--- src/rtl/cgs_pkg.sv ---
// Shared types and constants of the crossing gate sequencer.
package cgs_pkg;

   // Init delay counter width and register width
   localparam int CountWidth = 20;
   localparam int DelayWidth = 20;
   localparam int CmpWidth = (CountWidth > DelayWidth) ? CountWidth : DelayWidth;
   localparam logic [DelayWidth-1:0] DelayReset = DelayWidth'(3000);

   // Configuration port
   localparam int CsrAddrWidth = 3;
   localparam int CsrDataWidth = 32;
   localparam logic CsrIdxInitDelay = 1'b0;

   // Lamp colors
   localparam logic [1:0] LedGreen  = 2'd0;
   localparam logic [1:0] LedOrange = 2'd1;
   localparam logic [1:0] LedRed    = 2'd2;

   // Gate commands
   localparam logic [1:0] GateNone  = 2'd0;
   localparam logic [1:0] GateClose = 2'd1;
   localparam logic [1:0] GateOpen  = 2'd2;

   // Entry horn codes
   localparam logic [1:0] HornNone    = 2'd0;
   localparam logic [1:0] HornConfirm = 2'd1;
   localparam logic [1:0] HornWarning = 2'd2;

   // Exit horn codes
   localparam logic [1:0] PassNone = 2'd0;
   localparam logic [1:0] PassAtA  = 2'd1;
   localparam logic [1:0] PassAtB  = 2'd2;

   typedef struct packed {
      logic switch_pushed;
      logic train_at_entry;
      logic train_in_crossing;
      logic gate_is_closed;
      logic gate_is_opened;
   } req_type;

   typedef struct packed {
      logic [2:0] mode_now;
      logic       entered;
      logic [1:0] led_color;
      logic       reinit_sensors;
      logic [1:0] gate_command;
      logic [1:0] entry_horn;
      logic [1:0] exit_horn;
      logic       calibrate;
   } rsp_type;

endpackage

--- src/rtl/cgs_csr.sv ---
// Configuration register file: holds the init delay.
module cgs_csr (
   input  logic                             clock,
   input  logic                             reset,
   input  logic                             psel,
   input  logic                             penable,
   input  logic                             pwrite,
   input  logic [cgs_pkg::CsrAddrWidth-1:0] paddr,
   input  logic [cgs_pkg::CsrDataWidth-1:0] pwdata,
   output logic [cgs_pkg::CsrDataWidth-1:0] prdata,
   output logic                             pready,
   output logic [cgs_pkg::DelayWidth-1:0]   init_delay
);

   logic [cgs_pkg::DelayWidth-1:0] init_delay_ff;
   logic [cgs_pkg::DelayWidth-1:0] init_delay_in;
   logic                           wr_hit;

   // Decode a completed write to the delay register
   assign wr_hit = psel && penable && pwrite && pready
                   && (paddr[cgs_pkg::CsrAddrWidth-1] == cgs_pkg::CsrIdxInitDelay);

   always_comb begin
      init_delay_in = init_delay_ff;
      if (wr_hit) begin
         init_delay_in = pwdata[cgs_pkg::DelayWidth-1:0];
      end
   end

   always_ff @(posedge clock) begin
      if (reset) begin
         init_delay_ff <= cgs_pkg::DelayReset;
      end else begin
         init_delay_ff <= init_delay_in;
      end
   end

   // Return the register on reads; no wait states
   always_comb begin
      prdata = '0;
      if (paddr[cgs_pkg::CsrAddrWidth-1] == cgs_pkg::CsrIdxInitDelay) begin
         prdata = cgs_pkg::CsrDataWidth'(init_delay_ff);
      end
   end

   assign pready     = 1'b1;
   assign init_delay = init_delay_ff;

endmodule

--- src/rtl/cgs_fsm.sv ---
// Crossing state machine: entry actions, transitions and exit actions per tick.
module cgs_fsm (
   input  logic                           clock,
   input  logic                           reset,
   input  logic                           step,
   input  cgs_pkg::req_type               req,
   input  logic [cgs_pkg::DelayWidth-1:0] init_delay,
   output cgs_pkg::rsp_type               rsp
);

   typedef enum logic [2:0] {
      MODE_INIT     = 3'd0,
      MODE_OPENED   = 3'd1,
      MODE_OPEN2    = 3'd2,
      MODE_TO_OPEN  = 3'd3,
      MODE_CLOSED   = 3'd4,
      MODE_CLOSE2   = 3'd5,
      MODE_CLOSE3   = 3'd6,
      MODE_TO_CLOSE = 3'd7
   } mode_type;

   localparam logic [cgs_pkg::CountWidth-1:0] CountMax = '1;

   mode_type                         mode_ff, mode_in;
   logic                             entry_ff, entry_in;
   logic [cgs_pkg::CountWidth-1:0]   count_ff, count_in;
   logic [cgs_pkg::CountWidth-1:0]   count_base;
   logic                             moved;
   logic                             delay_done;

   // Restart the count on init entry, then advance with saturation
   always_comb begin
      count_base = (entry_ff && (mode_ff == MODE_INIT)) ? '0 : count_ff;
      count_in   = count_ff;
      if (mode_ff == MODE_INIT) begin
         count_in = (count_base != CountMax) ? count_base + 1'b1 : count_base;
      end else if (entry_ff && (mode_ff == MODE_INIT)) begin
         count_in = '0;
      end
      delay_done = cgs_pkg::CmpWidth'(count_in) >= cgs_pkg::CmpWidth'(init_delay);
   end

   // Evaluate one tick: later true condition wins
   always_comb begin
      rsp     = '0;
      mode_in = mode_ff;
      moved   = 1'b0;

      if (entry_ff) begin
         rsp.entered = 1'b1;
         case (mode_ff)
            MODE_INIT: begin
               rsp.led_color      = cgs_pkg::LedOrange;
               rsp.reinit_sensors = 1'b1;
            end
            MODE_OPENED: begin
               rsp.led_color  = cgs_pkg::LedGreen;
               rsp.entry_horn = cgs_pkg::HornConfirm;
            end
            MODE_TO_CLOSE: begin
               rsp.led_color    = cgs_pkg::LedOrange;
               rsp.gate_command = cgs_pkg::GateClose;
            end
            MODE_CLOSED: begin
               rsp.led_color  = cgs_pkg::LedRed;
               rsp.entry_horn = cgs_pkg::HornWarning;
            end
            MODE_TO_OPEN: begin
               rsp.led_color    = cgs_pkg::LedOrange;
               rsp.gate_command = cgs_pkg::GateOpen;
            end
            default: begin
               rsp.led_color = cgs_pkg::LedOrange;
            end
         endcase
      end

      case (mode_ff)
         MODE_INIT: begin
            if (delay_done) begin
               mode_in = MODE_OPENED;
               moved   = 1'b1;
            end
         end
         MODE_OPENED: begin
            if (req.switch_pushed) begin
               mode_in = MODE_OPEN2;
               moved   = 1'b1;
            end
            if (req.train_at_entry) begin
               mode_in = MODE_TO_CLOSE;
               moved   = 1'b1;
            end
         end
         MODE_OPEN2: begin
            if (!req.switch_pushed) begin
               mode_in = MODE_TO_CLOSE;
               moved   = 1'b1;
            end
         end
         MODE_TO_CLOSE: begin
            if (req.gate_is_closed) begin
               mode_in = MODE_CLOSED;
               moved   = 1'b1;
            end
         end
         MODE_CLOSED: begin
            if (req.switch_pushed) begin
               mode_in = MODE_CLOSE3;
               moved   = 1'b1;
            end
            if (req.train_in_crossing) begin
               mode_in = MODE_CLOSE2;
               moved   = 1'b1;
            end
         end
         MODE_CLOSE3: begin
            if (!req.switch_pushed) begin
               mode_in = MODE_TO_OPEN;
               moved   = 1'b1;
            end
         end
         MODE_CLOSE2: begin
            if (!req.train_in_crossing) begin
               mode_in = MODE_TO_OPEN;
               moved   = 1'b1;
            end
         end
         MODE_TO_OPEN: begin
            if (req.gate_is_opened) begin
               mode_in = MODE_OPENED;
               moved   = 1'b1;
            end
         end
         default: begin
            mode_in = mode_ff;
         end
      endcase

      // Exit actions of the state being left
      if (moved) begin
         if (mode_ff == MODE_INIT) begin
            rsp.calibrate = 1'b1;
         end else if (mode_ff == MODE_OPENED) begin
            rsp.exit_horn = cgs_pkg::PassAtA;
         end else if (mode_ff == MODE_TO_OPEN) begin
            rsp.exit_horn = cgs_pkg::PassAtB;
         end
      end

      entry_in     = moved;
      rsp.mode_now = mode_in;
   end

   // Hold state between ticks, advance on each accepted transaction
   always_ff @(posedge clock) begin
      if (reset) begin
         mode_ff  <= MODE_INIT;
         entry_ff <= 1'b1;
         count_ff <= '0;
      end else if (step) begin
         mode_ff  <= mode_in;
         entry_ff <= entry_in;
         count_ff <= count_in;
      end
   end

endmodule

--- src/rtl/crossing_gate_sequencer_core.sv ---
// Top level of the crossing gate sequencer: channels, config port, result register.
//
// One request transaction is one control tick carrying the five sensor levels.
// Every accepted tick yields exactly one response transaction: the mode after
// the tick, an entry flag, the lamp color, the sensor reinit and calibrate
// pulses, the gate command and the entry and exit horn codes.
// The response is registered: it appears in the cycle after acceptance.
// Throughput is one tick per cycle unless a held response is stalled, set by the
// state update in the state machine and the one result register that follows it.
// The request side stalls only while a response is held and rsp_stall is high;
// a held response keeps its value until it is taken.
// The init delay register (byte address 0) sets how many ticks the block
// stays in init before the crossing opens; write it only while idle.
// Synchronous active-high reset puts the machine in init with entry actions
// pending, clears the delay count and loads the delay register with 3000.
module crossing_gate_sequencer_core (
   input  logic                             clock,
   input  logic                             reset,
   input  logic                             req_valid,
   output logic                             req_stall,
   input  cgs_pkg::req_type                 req_data,
   output logic                             rsp_valid,
   input  logic                             rsp_stall,
   output cgs_pkg::rsp_type                 rsp_data,
   input  logic                             psel,
   input  logic                             penable,
   input  logic                             pwrite,
   input  logic [cgs_pkg::CsrAddrWidth-1:0] paddr,
   input  logic [cgs_pkg::CsrDataWidth-1:0] pwdata,
   output logic [cgs_pkg::CsrDataWidth-1:0] prdata,
   output logic                             pready
);

   logic [cgs_pkg::DelayWidth-1:0] init_delay;
   logic                           req_take;
   cgs_pkg::rsp_type               step_rsp;
   logic                           rsp_valid_ff, rsp_valid_in;
   cgs_pkg::rsp_type               rsp_data_ff, rsp_data_in;

   cgs_csr u_csr (
      .clock      (clock),
      .reset      (reset),
      .psel       (psel),
      .penable    (penable),
      .pwrite     (pwrite),
      .paddr      (paddr),
      .pwdata     (pwdata),
      .prdata     (prdata),
      .pready     (pready),
      .init_delay (init_delay)
   );

   // Accept while the result register is empty or being drained
   assign req_stall = rsp_valid_ff && rsp_stall;
   assign req_take  = req_valid && !req_stall;

   cgs_fsm u_fsm (
      .clock      (clock),
      .reset      (reset),
      .step       (req_take),
      .req        (req_data),
      .init_delay (init_delay),
      .rsp        (step_rsp)
   );

   // Load a new result on accept, drop the old one once taken
   always_comb begin
      rsp_valid_in = rsp_valid_ff && rsp_stall;
      rsp_data_in  = rsp_data_ff;
      if (req_take) begin
         rsp_valid_in = 1'b1;
         rsp_data_in  = step_rsp;
      end
   end

   always_ff @(posedge clock) begin
      if (reset) begin
         rsp_valid_ff <= 1'b0;
      end else begin
         rsp_valid_ff <= rsp_valid_in;
      end
      rsp_data_ff <= rsp_data_in;
   end

   assign rsp_valid = rsp_valid_ff;
   assign rsp_data  = rsp_data_ff;

endmodule

--- config.mk ---
export PLATFORM = sky130hd
export DESIGN_NAME = crossing_gate_sequencer_core
export DESIGN_NICKNAME = d
export VERILOG_FILES = /design/src/rtl/cgs_pkg.sv /design/src/rtl/cgs_csr.sv /design/src/rtl/cgs_fsm.sv /design/src/rtl/crossing_gate_sequencer_core.sv
export SDC_FILE = /design/constraint.sdc
export NUM_CORES = 1
export LEC_CHECK = 0
export BUFFER_PORTS_ARGS = -buffer_cell sky130_fd_sc_hd__buf_2
export CORE_ASPECT_RATIO = 1.1
export CORE_MARGIN = 3
export CORE_UTILIZATION = 50
export DETAILED_ROUTE_END_ITERATION = 10
export PLACE_DENSITY = 0.76
export SLEW_MARGIN = 40
export SYNTH_ARGS = -nofsm -noshare
export SYNTH_HDL_FRONTEND = slang
export SYNTH_SLANG_ARGS = --single-unit
--- constraint.sdc ---
create_clock -name clock -period 6.55 [get_ports clock]
set_input_delay 1.31 -clock clock [delete_from_list [all_inputs] [get_ports clock]]
set_output_delay 1.31 -clock clock [all_outputs]
set_load 0.005 [all_outputs]
# After elaboration in Yosys (flattened, before gate mapping)
# Index checks and enable logic that the tools add are counted.
# totals
regBits	59
elab_cells	69
inputBits	47
# classes
order_cmp	1
mux	32
addsub	1
n_reduce_logical	11
bitwise_logic	2
n_eq_ne	8
# op_table
op	count
$mux W20	4
$mux W3	10
$pmux W3 S8	1
$add A20 B1 Y20 const B	1
$ge A20 B20 Y1	1
$ne A20 B20 Y1 const B	1
$eq A3 B3 Y1 const B	4
$pmux W2 S2	3
$mux W1	11
$mux W8	1
$pmux W1 S7	1
$eq A3 B2 Y1 const B	2
$logic_and A1 B1 Y1	6
$reduce_or A2 Y1	2
$eq A3 B1 Y1 const B	1
$logic_not A3 Y1	1
$reduce_or A3 Y1	1
$mux W2	1
$not A1 Y1	2
$logic_not A1 Y1	1

# Logic depth before layout (Yosys ltp)
# logic_depth
word_depth	11
ltp_mapped	19

# Modules after synthesis
# A second synthesis with hierarchy kept.
# unflattened
hier_cells	498
hier_area_um2	4157.7
# modules_own_cells
module	area_each_um2	cells_per_inst	seq_area_each_um2	instances
cgs_fsm	2561.2	354	480.5	1
cgs_csr	1129.8	125	400.4	1
crossing_gate_sequencer_core	466.7	19	440.4	1

# Worst setup path before layout
# No wires, ideal clock.
# synth_timing
path_type	register to register
from	register u_fsm.mode_ff[1]
to	register rsp_data_ff (netlist bit rsp_data[11]), data pin
path_stages_with_launch	19
path_buffers	4
path_slack_ns	2.439
t_arrival_ns	3.841
cell_sequence	dfxtp_1 buf_4 or4b_1 buf_2 clkbuf_1 and2_1 ha_1 and2_1 clkbuf_1 a31oi_2 nand2_1 xor2_1 ha_1 a211oi_1 o21ai_0 a41oi_1 nor3b_1 o21ai_0 nand2_1
# synth_rtl
item	line	rtl
start, declared	cgs_fsm.sv:24	mode_type mode_ff, mode_in;
start signal, assigned	cgs_fsm.sv:162	mode_ff <= mode_in;
end signal, assigned	crossing_gate_sequencer_core.sv:82	rsp_data_ff <= rsp_data_in;
end, declared	crossing_gate_sequencer_core.sv:38	cgs_pkg::rsp_type rsp_data_ff, rsp_data_in;

==> flow_summary.ini <==
[status]
outcome = finished, final reports clean

[floorplan]
pin_count = 96
coreArea_sq_um = 7170
fp.dieW_um = 88.8
initial_core_util = 0.526
die_area_sq_um = 8620
die_h_um = 97.1
std_cell_rows = 32

[grt]
grt_pass1_vias = 3276
grt_pass1_wl_mm = 14.8
overflow = 0
track_usage = 0.210
antenna_found_initial = 0
grt_max_degree = 47

[timing]
worst_slew_pin_slew_ps = 805
setup_viol = 0
fin_crit_sh = 0.748
hold_ws_ps = 454
min_period_ps = 4900
hold_viol = 0
slew_violations = 0
fin_skew_ps = 10.0
timing.fmax_mhz = 204
maxSlewHeadroom = 0.459
tns_ps = 0
rsz0062_at_grt = false

[logic_synthesis]
yosys_warnings = 0
ys_ff_latch = 58
synthFlopType = dfxtp_1
synthArstFlopShare = 0
avgSynthCellArea_sq_um = 7.52
yosys.area.top_type = dfxtp_1
seq_area_frac_synth = 0.343
synth_top_area_share = 0.239
synth_cells = 501
yosys-top-cells-area = dfxtp_1 24%, edfxtp_1 10%, nand2_1 8.4%
synth_edf_count = 13
synth_cell_types = 57
synth_area_sq_um = 3770

[cts]
cts_buffers = 9
cts_htree_levels = 3
clockRootBuffer = clkbuf_8
cts_resized = 0
clockBufferDepth = 2
clk_latency_ps = 340
hold_buffers = 0
clkTransAtPathRegs_ps = 60
clock_sinks = 58
cts_tree = yes
cts_setup_buffers = 0

[finish]
final_nets = 614
n_antenna_cell = 0
area_growth_pct = 12.4
drive_above_1_share = 0.178
final_cells = 636
finalCoreUtilization = 0.591
finalInstanceArea_sq_um = 4240

[power_and_ir_drop]
total_leakage_power_nw = 1.73
power.density_nw_per_um2 = 205
vdd_drop_max_mv = 0.0998

[worst_setup_path]
reg2reg_slack_ps = 1650
slowest_stage = or4b_2
cp-end-kind = flip-flop
timing.rr.start = u_fsm.mode_ff[0]$_SDFFE_PP0P_
cpMostUsedCell = nand2_1
crit_arrival_ps = 4970
crit_start = u_fsm.mode_ff[0]$_SDFFE_PP0P_
cp-start-kind = flip-flop
path_buf_inv = 0
path_cells = or4b_2, and2_1, ha_1, and2_1, a211oi_4, nand3_1, nand3_1, nand2_1, ha_1, a211oi_1, o22ai_1, nor2_1, nand2_1, o21ai_0, nand2_1
crit_fanout = 26
cp_top_family = simple AND/OR/NAND/NOR gates
cp.required_ps = 6620
criticalPathCategory = reg2reg
cp_slowest_stage_delay_ps = 1050

[min_path]
min_path_type = reg2reg
hold_start = u_csr.init_delay[17]$_SDFFE_PP0P_

[placement]
finalWeightedCongestion = 0.832
post-place-cells = 620
placed_cell_area_sq_um = 4020
hpwl_mm = 6.27
io_buffers = 68

[detailed_routing]
antenna_left = 0
wl_per_cell_um = 14.2
routed_wl_mm = 9.01
vias_per_cell = 5.67
drt_pass1_iterations = 6
route.detailed.drc = 0
via_count = 3606
drt_iter0_drc = 261

[job]
cap_violations = 0
-- worst register-to-register path, delay by kind of cell (launching register included) --
family	cells	cell delay, ps
flops	1	480
simple gates	9	2330
compound gates	4	1290
fa+ha+maj	2	540
-- path summary, 6_finish.rpt --
check / endpoint / cells past startpoint
max: rsp_data[11]$_DFFE_PP_ / 15
min: u_csr.init_delay[17]$_SDFFE_PP0P_ / 2
max reg2reg: rsp_data[11]$_DFFE_PP_ / 15
min reg2reg: u_csr.init_delay[17]$_SDFFE_PP0P_ / 2
-- synthesized netlist by cell type (all sizes together) (4+ instances only) --
cell and instances:
nand2 84, nor2 53, a21oi 48, dfxtp 45
inv 27, clkbuf 24, o21ai 23, buf 21
ha 21, nand3 21, edfxtp 13, nor3 13
nand4 12, a31oi 9, or3 9, xor2 9
a211o 7, xnor2 6, nor2b 5, nor3b 5
nor4 5, a211oi 4, and2 4
-- layer usage --
metal / vias up / share of wire / GRT usage
met5: - / 0 / 0
met4: 0 / 0.027 / 0.100
met3: 20 / 0.051 / 0.0297
met2: 121 / 0.50 / 0.342
met1: 1671 / 0.42 / 0.266
li1: 1794 / - / -
-- per-stage QoR --
stage | total power, mW | setup slack, ps
after floorplan | 0.491 | 2440
after global placement | 0.516 | 1660
after detailed placement | 0.520 | 1630
after CTS | 0.875 | 1560
after global routing | 0.909 | 1300
final | 0.871 | 1650
-- flip-flops by register name (all words and copies together), names as in the netlist --
| register | cells |
|---|---|
| rsp_valid | 1 |
| u_fsm.count_ff | 20 |
| rsp_data | 13 |
| u_csr.init_delay | 20 |
| u_fsm.mode_ff | 3 |
| u_fsm.entry_ff | 1 |
-- cell type report --
class,count,area [sq um]
multi-input cells,382,2180
fillers,677,2930
flip-flops and latches,58,1290
inverters,27,101
clock inverters,3,45.0
clock buffers,13,170
well taps,85,106
repair buffers,68,343
-- cells in the final DEF, fill, tap and decap left out, types with 3 or more instances in the layout --
cell type / synthesis / layout
xor2_1: 9 / 9
inv_1: 26 / 25
buf_2: 2 / 67
a211o_1: 7 / 7
nand2_1: 84 / 83
nand4_1: 11 / 11
a211oi_1: 3 / 3
a31oi_1: 8 / 8
dfxtp_1: 45 / 45
conb_1: 2 / 13
nor2b_1: 5 / 5
xnor2_1: 6 / 6
nor3b_1: 5 / 5
clkbuf_8: 0 / 10
nor4_1: 4 / 4
or3_1: 8 / 8
nor3_1: 13 / 13
ha_1: 21 / 21
and3_1: 3 / 3
o21ai_0: 23 / 23
a21oi_1: 48 / 48
and2_1: 4 / 4
nor2_1: 53 / 53
edfxtp_1: 13 / 13
a21o_1: 3 / 3
nand3_1: 20 / 20
-- power by group --
group | switching, mW | total [mW] | internal (mW)
Combinational | 0.0771 | 0.121 | 0.0434
Sequential | 0.0122 | 0.393 | 0.381
Clock | 0.148 | 0.357 | 0.210
-- cells by family (layout without fill, tap and decap cells) --
group / count (synthesis) / after routing / share of synthesized area
adders and majority gates: 21 / 21 / 0.0697
muxes: 3 / 3 / 0.00863
DFF: 58 / 58 / 0.343
buffers and inverters: 72 / 111 / 0.0906
AOI/OAI and AO/OA: 104 / 104 / 0.166
and+or+nand+nor: 226 / 226 / 0.286
other: 2 / 13 / 0.00199
xor gates and xnor gates: 15 / 15 / 0.0349
(Power assumes the default switching activity.)
